### src/rtl/core/pfd_pkg.sv
// ----------------------------------------------------------------------------
// Prime factor core package
// Constants, microcode word layout and the microcode program of the core.
// ----------------------------------------------------------------------------
package pfd_pkg;

  localparam int unsigned ValueBitsDefault = 32;
  localparam int unsigned FirstDivisor     = 2;
  localparam int unsigned UpcBits          = 4;

  typedef logic [UpcBits-1:0] upc_t;

  // Datapath action carried out during a step.
  typedef enum logic [2:0] {
    ACT_NONE,
    ACT_LOAD,
    ACT_DIV_GO,
    ACT_EMIT_DIV,
    ACT_INC_DIV,
    ACT_EMIT_LAST
  } act_e;

  // Jump condition tested during a step; jump when true, else fall through.
  typedef enum logic [2:0] {
    COND_ALWAYS,
    COND_NO_START,
    COND_ZERO,
    COND_NOT_ONE,
    COND_DIV_BUSY,
    COND_STOP,
    COND_INEXACT
  } cond_e;

  typedef struct packed {
    act_e  act;
    cond_e cond;
    upc_t  target;
  } ucode_t;

  localparam upc_t StepIdle    = upc_t'(0);
  localparam upc_t StepZero    = upc_t'(1);
  localparam upc_t StepOne     = upc_t'(2);
  localparam upc_t StepUnit    = upc_t'(3);
  localparam upc_t StepDivGo   = upc_t'(4);
  localparam upc_t StepDivWait = upc_t'(5);
  localparam upc_t StepBound   = upc_t'(6);
  localparam upc_t StepExact   = upc_t'(7);
  localparam upc_t StepEmit    = upc_t'(8);
  localparam upc_t StepNext    = upc_t'(9);
  localparam upc_t StepFinal   = upc_t'(10);

  function automatic ucode_t ucode_rom(upc_t addr);
    ucode_t w;
    unique case (addr)
      StepIdle:    w = '{ACT_LOAD,      COND_NO_START, StepIdle};
      StepZero:    w = '{ACT_NONE,      COND_ZERO,     StepIdle};
      StepOne:     w = '{ACT_NONE,      COND_NOT_ONE,  StepDivGo};
      StepUnit:    w = '{ACT_EMIT_LAST, COND_ALWAYS,   StepIdle};
      StepDivGo:   w = '{ACT_DIV_GO,    COND_ALWAYS,   StepDivWait};
      StepDivWait: w = '{ACT_NONE,      COND_DIV_BUSY, StepDivWait};
      StepBound:   w = '{ACT_NONE,      COND_STOP,     StepFinal};
      StepExact:   w = '{ACT_NONE,      COND_INEXACT,  StepNext};
      StepEmit:    w = '{ACT_EMIT_DIV,  COND_ALWAYS,   StepDivGo};
      StepNext:    w = '{ACT_INC_DIV,   COND_ALWAYS,   StepDivGo};
      StepFinal:   w = '{ACT_EMIT_LAST, COND_ALWAYS,   StepIdle};
      default:     w = '{ACT_NONE,      COND_ALWAYS,   StepIdle};
    endcase
    return w;
  endfunction

endpackage

### src/rtl/core/pfd_div.sv
// ----------------------------------------------------------------------------
// Prime factor core divider
// Restoring divider, one quotient bit per cycle, registered results.
// ----------------------------------------------------------------------------
module pfd_div #(
  parameter int unsigned VALUE_BITS = pfd_pkg::ValueBitsDefault
) (
  input  logic                  clk_i,
  input  logic                  rst_ni,
  input  logic                  go_i,
  input  logic [VALUE_BITS-1:0] dividend_i,
  input  logic [VALUE_BITS-1:0] divisor_i,
  output logic                  busy_o,
  output logic [VALUE_BITS-1:0] quot_o,
  output logic [VALUE_BITS-1:0] rem_o
);

  localparam int unsigned CntBits = (VALUE_BITS > 1) ? $clog2(VALUE_BITS) : 1;

  logic                  busy_q, busy_d;
  logic [CntBits-1:0]    cnt_q, cnt_d;
  logic [VALUE_BITS-1:0] quot_q, quot_d;
  logic [VALUE_BITS-1:0] part_q, part_d;
  logic [VALUE_BITS-1:0] dsr_q, dsr_d;
  logic [VALUE_BITS:0]   shifted;
  logic [VALUE_BITS:0]   diff;

  assign shifted = {part_q, quot_q[VALUE_BITS-1]};
  assign diff    = shifted - {1'b0, dsr_q};

  always_comb begin
    busy_d = busy_q;
    cnt_d  = cnt_q;
    quot_d = quot_q;
    part_d = part_q;
    dsr_d  = dsr_q;
    if (go_i) begin
      busy_d = 1'b1;
      cnt_d  = CntBits'(VALUE_BITS - 1);
      quot_d = dividend_i;
      part_d = '0;
      dsr_d  = divisor_i;
    end else if (busy_q) begin
      // The partial remainder stays below the divisor, so it fits the value width.
      if (!diff[VALUE_BITS]) begin
        part_d = diff[VALUE_BITS-1:0];
        quot_d = {quot_q[VALUE_BITS-2:0], 1'b1};
      end else begin
        part_d = shifted[VALUE_BITS-1:0];
        quot_d = {quot_q[VALUE_BITS-2:0], 1'b0};
      end
      if (cnt_q == '0) begin
        busy_d = 1'b0;
      end else begin
        cnt_d = cnt_q - CntBits'(1);
      end
    end
  end

  always_ff @(posedge clk_i or negedge rst_ni) begin
    if (!rst_ni) begin
      busy_q <= 1'b0;
      cnt_q  <= '0;
    end else begin
      busy_q <= busy_d;
      cnt_q  <= cnt_d;
    end
  end

  always_ff @(posedge clk_i) begin
    quot_q <= quot_d;
    part_q <= part_d;
    dsr_q  <= dsr_d;
  end

  assign busy_o = busy_q;
  assign quot_o = quot_q;
  assign rem_o  = part_q;

endmodule

### src/rtl/core/prime_factor_trial_division_core.sv
// ----------------------------------------------------------------------------
// Prime factor core
// Factors an unsigned number by trial division under a microcoded sequencer.
// ----------------------------------------------------------------------------
//  channel   ports                            handshake
//  --------  -------------------------------  --------------------------------
//  item in   number_i                         start high while busy is low
//  result    factor_o, last_o                 valid_o strobe, one cycle each
//
// Each trial divisor runs through the bit-serial divider that the sequencer
// shares for every trial. A number takes about sqrt(number) trials plus one
// per factor. Reset leaves the sequencer at its idle step with no result
// pending. Results cannot be stalled; each is shown for one cycle.
// ----------------------------------------------------------------------------
module prime_factor_trial_division_core #(
  parameter int unsigned VALUE_BITS = pfd_pkg::ValueBitsDefault
) (
  input  logic                  clk_i,
  input  logic                  rst_ni,
  input  logic                  start,
  output logic                  busy,
  input  logic [VALUE_BITS-1:0] number_i,
  output logic                  valid_o,
  output logic [VALUE_BITS-1:0] factor_o,
  output logic                  last_o
);

  pfd_pkg::upc_t         upc_q, upc_d;
  pfd_pkg::ucode_t       uword;
  logic [VALUE_BITS-1:0] rem_q, rem_d;
  logic [VALUE_BITS-1:0] div_q, div_d;
  logic                  valid_q, valid_d;
  logic [VALUE_BITS-1:0] factor_q, factor_d;
  logic                  last_q, last_d;
  logic                  cond_hit;
  logic                  div_go;
  logic                  div_busy;
  logic [VALUE_BITS-1:0] quot;
  logic [VALUE_BITS-1:0] rmd;

  assign uword = pfd_pkg::ucode_rom(upc_q);

  always_comb begin
    unique case (uword.cond)
      pfd_pkg::COND_ALWAYS:   cond_hit = 1'b1;
      pfd_pkg::COND_NO_START: cond_hit = !start;
      pfd_pkg::COND_ZERO:     cond_hit = (rem_q == '0);
      pfd_pkg::COND_NOT_ONE:  cond_hit = (rem_q != VALUE_BITS'(1));
      pfd_pkg::COND_DIV_BUSY: cond_hit = div_busy;
      // Trials end once the divisor exceeds remaining / divisor.
      pfd_pkg::COND_STOP:     cond_hit = (div_q > quot);
      pfd_pkg::COND_INEXACT:  cond_hit = (rmd != '0);
      default:                cond_hit = 1'b1;
    endcase
    upc_d = cond_hit ? uword.target : upc_q + pfd_pkg::upc_t'(1);
  end

  always_comb begin
    rem_d    = rem_q;
    div_d    = div_q;
    valid_d  = 1'b0;
    factor_d = factor_q;
    last_d   = last_q;
    div_go   = 1'b0;
    unique case (uword.act)
      pfd_pkg::ACT_NONE: begin
      end
      pfd_pkg::ACT_LOAD: begin
        // Loaded on every idle cycle; the value held at acceptance is the one used.
        rem_d = number_i;
        div_d = VALUE_BITS'(pfd_pkg::FirstDivisor);
      end
      pfd_pkg::ACT_DIV_GO: begin
        div_go = 1'b1;
      end
      pfd_pkg::ACT_EMIT_DIV: begin
        valid_d  = 1'b1;
        factor_d = div_q;
        last_d   = 1'b0;
        rem_d    = quot;
      end
      pfd_pkg::ACT_INC_DIV: begin
        div_d = div_q + VALUE_BITS'(1);
      end
      pfd_pkg::ACT_EMIT_LAST: begin
        valid_d  = 1'b1;
        factor_d = rem_q;
        last_d   = 1'b1;
      end
      default: begin
      end
    endcase
  end

  pfd_div #(
    .VALUE_BITS(VALUE_BITS)
  ) u_div (
    .clk_i     (clk_i),
    .rst_ni    (rst_ni),
    .go_i      (div_go),
    .dividend_i(rem_q),
    .divisor_i (div_q),
    .busy_o    (div_busy),
    .quot_o    (quot),
    .rem_o     (rmd)
  );

  always_ff @(posedge clk_i or negedge rst_ni) begin
    if (!rst_ni) begin
      upc_q   <= pfd_pkg::StepIdle;
      valid_q <= 1'b0;
    end else begin
      upc_q   <= upc_d;
      valid_q <= valid_d;
    end
  end

  always_ff @(posedge clk_i) begin
    rem_q    <= rem_d;
    div_q    <= div_d;
    factor_q <= factor_d;
    last_q   <= last_d;
  end

  assign busy     = (upc_q != pfd_pkg::StepIdle);
  assign valid_o  = valid_q;
  assign factor_o = factor_q;
  assign last_o   = last_q;

endmodule

### config.mk
export PLATFORM = sky130hd
export DESIGN_NAME = prime_factor_trial_division_core
export DESIGN_NICKNAME = d
export VERILOG_FILES = /design/src/rtl/core/pfd_pkg.sv /design/src/rtl/core/pfd_div.sv /design/src/rtl/core/prime_factor_trial_division_core.sv
export SDC_FILE = /design/constraint.sdc
export NUM_CORES = 1
export LEC_CHECK = 0
export BUFFER_PORTS_ARGS = -buffer_cell sky130_fd_sc_hd__buf_2
export CAP_MARGIN = 25
export CELL_PAD_IN_SITES_DETAIL_PLACEMENT = 2
export CELL_PAD_IN_SITES_GLOBAL_PLACEMENT = 2
export CORE_MARGIN = 2
export CORE_UTILIZATION = 44
export DETAILED_ROUTE_END_ITERATION = 12
export GPL_TIMING_DRIVEN = 0
export PLACE_DENSITY = 0.94
export SYNTH_ARGS = -nofsm -noshare
export SYNTH_HDL_FRONTEND = slang
export SYNTH_SLANG_ARGS = --single-unit
### constraint.sdc
create_clock -name clk_i -period 15.7 [get_ports clk_i]
set_clock_uncertainty 0.2 [all_clocks]
set_input_delay 3.14 -clock clk_i [delete_from_list [all_inputs] [get_ports clk_i]]
set_output_delay 3.14 -clock clk_i [all_outputs]
set_load 0.03 [all_outputs]
==> flow_summary.ini, run 1 <==
[timing]
worstMarginPinSlew_ns = 1.03
hold_slack_ns = 0.353
setup_tns_ns = 0
period_needed_ns = 5.80
setup_violations = 0
relSlewSlack_pct = 31.6
fin_crit_sh_pct = 37.0
hold_viol_final = 0
rsz0062_at_grt = false
slew_viol_final = 0
max_freq_mhz = 172
fin_ws_ns = 9.90

[setup_path]
crit_fanout = 17
path_class = reg -> reg
worst_path_largest_cell_delay_ns = 0.85
crit_path_top_delay_cell = nor2_1
cp_cell_sequence = clkbuf_1 -> inv_1 -> ha_1 -> clkbuf_1 -> nor3_1 -> o21ai_1 -> clkinv_1 -> nor2_1 -> inv_1 -> buf_16
ff2ff_path_depth = 10
worstSetupEndpointType = flip-flop
path_buf_inv = 6
crit_family = buffers and inverters
rr_endpoint = u_div.quot_o[20]
cp_data_required_time_ns = 15.79
regToRegSetupSlack_ns = 9.90
r2r_start = upc_q[0]
cp-start-kind = flip-flop
arrival_ns = 5.89

[synth]
syn_nets = 1236
netlist_area_sq_mm = 0.0118
synth_seq_area_share_pct = 48.7
synth_area_leaders = edfxtp_1, ha_1, mux2_2, dfxtp_1, nand2_1
synth.avg_cell_area_sq_um = 10.5
synth-main-ff-cell = edfxtp_1
synth_cell_types = 79
synth_edf_count = 161
synth_top_cell_by_area = edfxtp_1
synthCells = 1128
ys_ff_latch = 204
yosys_warnings = 0
synth_top_area_share_pct = 41.0
async_flop_share_pct = 5.39

[power_and_ir_drop]
p_per_area_mw_per_mm2 = 275
vdd_drop_max_uv = 127
finalPower_mw = 3.71
leakage_nw = 5.25

[routing]
routed_wl_um = 55500
drcViolationCount = 0
ant_nets = 0
wire_per_inst_um = 35.0
drt_pass1_iterations = 7
dr_total_vias = 10900
drt_iter0_drc = 1150
viasPerCell = 6.89

[clock_tree]
cts.sinks = 204
clock_path_buffers = 3
clk_latency_ns = 0.55
cts_setup_buffers = 0
cts_buffers = 23
cts_tree = yes
h-tree-depth = 1
root_buffer = clkbuf_16
hold_buffers = 0
clkTransAtPathRegs_ns = 0.06
cts.repair.resized = 0

[layout]
fin_nets = 1340
final_cell_mix = edfxtp_1, nand2_1, inv_1, buf_2, o21ai_0
areaGrowthSynthToFinish_pct = 14.4
final_common_cell = edfxtp_1
final_cell_area_sq_mm = 0.0135
drive_above_1_share_pct = 17.7
nFillCells = 2599
antennaDiodeCount = 0

[die]
rows = 59
fp.dieH_um = 168
dieArea_sq_mm = 0.0281
die_w_um = 168
ios = 70
core_area_sq_mm = 0.0262
start_util_pct = 45.0

[global_routing]
grt_pass1_wl_um = 81600
antenna_found_initial = 3
first_global_vias = 12000
grt_overflow = 0
track_usage_pct = 39.2
grt_max_degree = 37

[hold_path]
holdPathEnd = u_div.rem_o[12]
min_path_type = reg -> reg
hold_depth = 2
min_from = u_div.rem_o[11]

[run]
drv_cap = 0

[placed_design]
io_buffers = 69
dp_slack_ns = 10.50
post-dp-hpwl_um = 34800
place_area_sq_mm = 0.0127
gp_congestion = 0.865

[status]
status = finished, final reports clean
[per-layer routing]
metal / GRT usage [%] / share of wire [%] / up-vias
met5: 0 / 0.043 / -
met4: 24.7 / 7.5 / 4
met3: 7.73 / 7.2 / 266
met2: 65.6 / 48 / 672
met1: 46.4 / 38 / 5596
li1: - / - / 4376
[power by group]
group,total [mW],leakage (nW),switching [mW],internal (mW)
clock,0.593,0.381,0.255,0.337
combinational,1.91,2.90,1.28,0.630
sequential,1.20,1.97,0.309,0.894
[tightest hold or removal path: stages, from the launching register on]
cell	delay, ns
dfxtp_1	0.35
nand2_1	0.08
a31oi_1	0.08
[worst max path at each step]
stage               cells past startpoint  slack [ns]                to     start
global route                           10        9.83  u_div.quot_o[15]  upc_q[0]
CTS                                     5       10.02              busy  upc_q[0]
detailed placement                     10       10.50  u_div.quot_o[20]  upc_q[0]
floorplan                               5        8.56          rem_q[0]  upc_q[0]
finish                                 10        9.90  u_div.quot_o[20]  upc_q[0]
global placement                        5        4.42         rem_q[16]  upc_q[0]
[metrics by stage]
stage / instances / util (%)
3_3_place_gp: 1532 / 47.9
4_1_cts: 1582 / 51.5
3_5_place_dp: 1540 / 48.5
2_1_floorplan: 1128 / -
5_1_grt: 1584 / 51.5
6_report: 1584 / 51.5
[logic make-up after synthesis]
group,Yosys count,share of synthesized area [%]
muxes,72,6.77
adders and majority gates,73,7.80
and+or+nand+nor,349,14.4
AOI/OAI and AO/OA,244,13.6
xor gates and xnor gates,55,4.21
buffers and inverters,131,4.55
DFF,204,48.7
[cell type report]
cell class / instances / area [sq um] / area share, %
Sequential cell: 204 / 5750 / 42.6
Multi-Input combinational cell: 793 / 5550 / 41.1
Clock buffer: 30 / 642 / 4.76
Timing Repair Buffer: 79 / 465 / 3.45
Tap cell: 335 / 419 / 3.11
Inverter: 81 / 304 / 2.25
Buffer: 50 / 234 / 1.73
Clock inverter: 12 / 136 / 1.01
[flip-flops by register name (all words and copies together) (netlist names), 4 cells and up]
register      flops
div_q            32
factor_o         32
rem_q            32
u_div.dsr_q      32
u_div.quot_o     32
u_div.rem_o      32
u_div.cnt_q       5
upc_q             4
[cells in the mapped netlist, drive strengths merged (8+ instances only)]
master and number:
edfxtp 161, nand2 116, o21ai 84, inv 80, ha 72, nor2 69, mux2 63, a21oi 43
nand3 36, clkbuf 35, xor2 33, dfxtp 32, nand4 30, a31oi 25, nor3 24, xnor2 22
nor4 21, a211oi 18, a21o 16, buf 15, and3 12, dfrtp 11, o21a 11, mux2i 9
nand2b 8
Power figures use the tool's default switching activity.
==> run 2, diff against run 1 <==
CORE_UTILIZATION = 41   (was 44)
PLACE_DENSITY = 0.89   (was 0.94)
clock period = 5.85 ns   (was 15.7 ns; I/O delays follow)
==> flow_summary.ini, run 2 (same netlist as run 1, synthesis figures left out) <==
[timing]
relSlewSlack_pct = 27.4
fin_ws_ns = 0.756
rsz0062_at_grt = false
max_freq_mhz = 196
hold_viol_final = 0
fin_crit_sh_pct = 87.1
period_needed_ns = 5.09
worstMarginPinSlew_ns = 1.08
slew_viol_final = 0
setup_violations = 0

[placed_design]
io_buffers = 69
dp_slack_ns = 0.639
post-dp-hpwl_um = 31400
gp_congestion = 0.830

[setup_path]
path_class = reg -> reg
ff2ff_path_depth = 8
crit_family = buffers and inverters
worstSetupEndpointType = flip-flop
regToRegSetupSlack_ns = 0.76
path_buf_inv = 4
arrival_ns = 5.03
crit_path_top_delay_cell = or2_2
cp_cell_sequence = clkbuf_1 -> inv_1 -> ha_1 -> clkbuf_1 -> mux2i_1 -> nor2_1 -> clkbuf_1 -> or2_2
path_depth = 8
rr_endpoint = factor_o[14]
cp_data_required_time_ns = 5.79
crit_path_start = upc_q[0]
r2r_start = upc_q[0]
crit_fanout = 34
crit_top_cell = clkbuf_1
critPathCapture = factor_o[14]
cp-start-kind = flip-flop
worst_path_largest_cell_delay_ns = 0.92

[clock_tree]
hold_buffers = 0
cts_setup_buffers = 0
cts_buffers = 23
clk_latency_ns = 0.55
clkTransAtPathRegs_ns = 0.07
root_buffer = clkbuf_16
cts.sinks = 204
h-tree-depth = 1
cts_tree = yes
clock_path_buffers = 3
cts.repair.resized = 0

[routing]
wire_per_inst_um = 30.7
drt_pass1_iterations = 5
drt_iter0_drc = 863
viasPerCell = 6.41
dr_total_vias = 10500
routed_wl_um = 50100
ant_nets = 0
drcViolationCount = 0

[die]
dieArea_sq_mm = 0.0302
die_w_um = 174
ios = 70
core_area_sq_mm = 0.0285
rows = 62
start_util_pct = 41.3
fp.dieH_um = 174

[hold_path]
min_path_type = in -> async

[global_routing]
track_usage_pct = 33.3
grt_pass1_wl_um = 76000
first_global_vias = 11600
antenna_found_initial = 1
grt_max_degree = 40
grt_overflow = 0

[power_and_ir_drop]
p_comb_share_pct = 51.4
power.share.switching_pct = 48.6
vdd_drop_max_uv = 361
p_int_mw = 4.84
p_per_area_mw_per_mm2 = 701
pwr-share-seq_pct = 33.5
pwr-share-clk_pct = 15.1
switchingPower_mw = 4.58
leakage_nw = 5.19

[layout]
fin_nets = 1340
final_cell_mix = edfxtp_1, nand2_1, inv_1
drive_above_1_share_pct = 17.4
final_common_cell = edfxtp_1
postLayoutCoreUtil_pct = 47.0
antennaDiodeCount = 0
areaGrowthSynthToFinish_pct = 13.8

[status]
status = finished, final reports clean

[run]
drv_cap = 0
run 2: worst register-to-register path, delay by kind of cell, from the launching register on:
kind          cells  cell delay (ns)
mux               1             0.15
flops             1             0.37
simple gates      2             1.76
fa+ha+maj         1             0.36
buf+inv           4             1.80
run 2: stage by stage:
| stage | TNS (ns) | instance area (sq um) | hold WS, ns | power, mW | cells |
|---|---|---|---|---|---|
| after floorplan | 0 | 11800 | 0.275 | 5.79 | 1128 |
| after global placement | -93.29 | 12600 | 0.305 | 6.92 | 1581 |
| after detailed placement | 0 | 12700 | 0.316 | 7.47 | 1589 |
| after CTS | 0 | 13400 | 0.287 | 9.29 | 1628 |
| after global routing | 0 | 13400 | 0.302 | 9.85 | 1630 |
| final | 0 | 13400 | 0.292 | 9.42 | 1630 |
run 2: cell type report:
class | count | area (sq um)
tap | 384 | 480
clock buffer | 26 | 587
inverter | 81 | 304
buffer | 50 | 234
multi-input combinational | 793 | 5550
clock inverter | 13 | 88.8
timing repair buffer | 79 | 440
sequential | 204 | 5750
fill | 2972 | 15100
run 2: worst min-delay path by stage:
stage,endpoint,slack (ns),cells after the start
5_1_grt,valid_o,0.30,1
2_1_floorplan,u_div.rem_o[14],0.27,2
3_5_place_dp,u_div.rem_o[14],0.32,2
4_1_cts,upc_q[1],0.29,1
3_3_place_gp,u_div.rem_o[29],0.31,2
6_report,valid_o,0.29,1
run 2: power by group through the flow:
stage / logic [mW] / registers, mW / clock network (mW)
4_1_cts: 4.75 / 3.11 / 1.43
5_1_grt: 5.18 / 3.19 / 1.48
3_3_place_gp: 3.94 / 2.99 / 0
2_1_floorplan: 2.98 / 2.81 / 0
6_report: 4.84 / 3.15 / 1.42
3_5_place_dp: 4.40 / 3.06 / 0
run 2: layer usage:
layer / global-route usage (%) / up-vias / part of all wire, %
li1: - / 4368 / -
met1: 38.1 / 5408 / 38
met2: 58.2 / 474 / 50
met3: 6.40 / 200 / 5.5
met4: 19.1 / 2 / 6.1
met5: 0 / - / 0.024
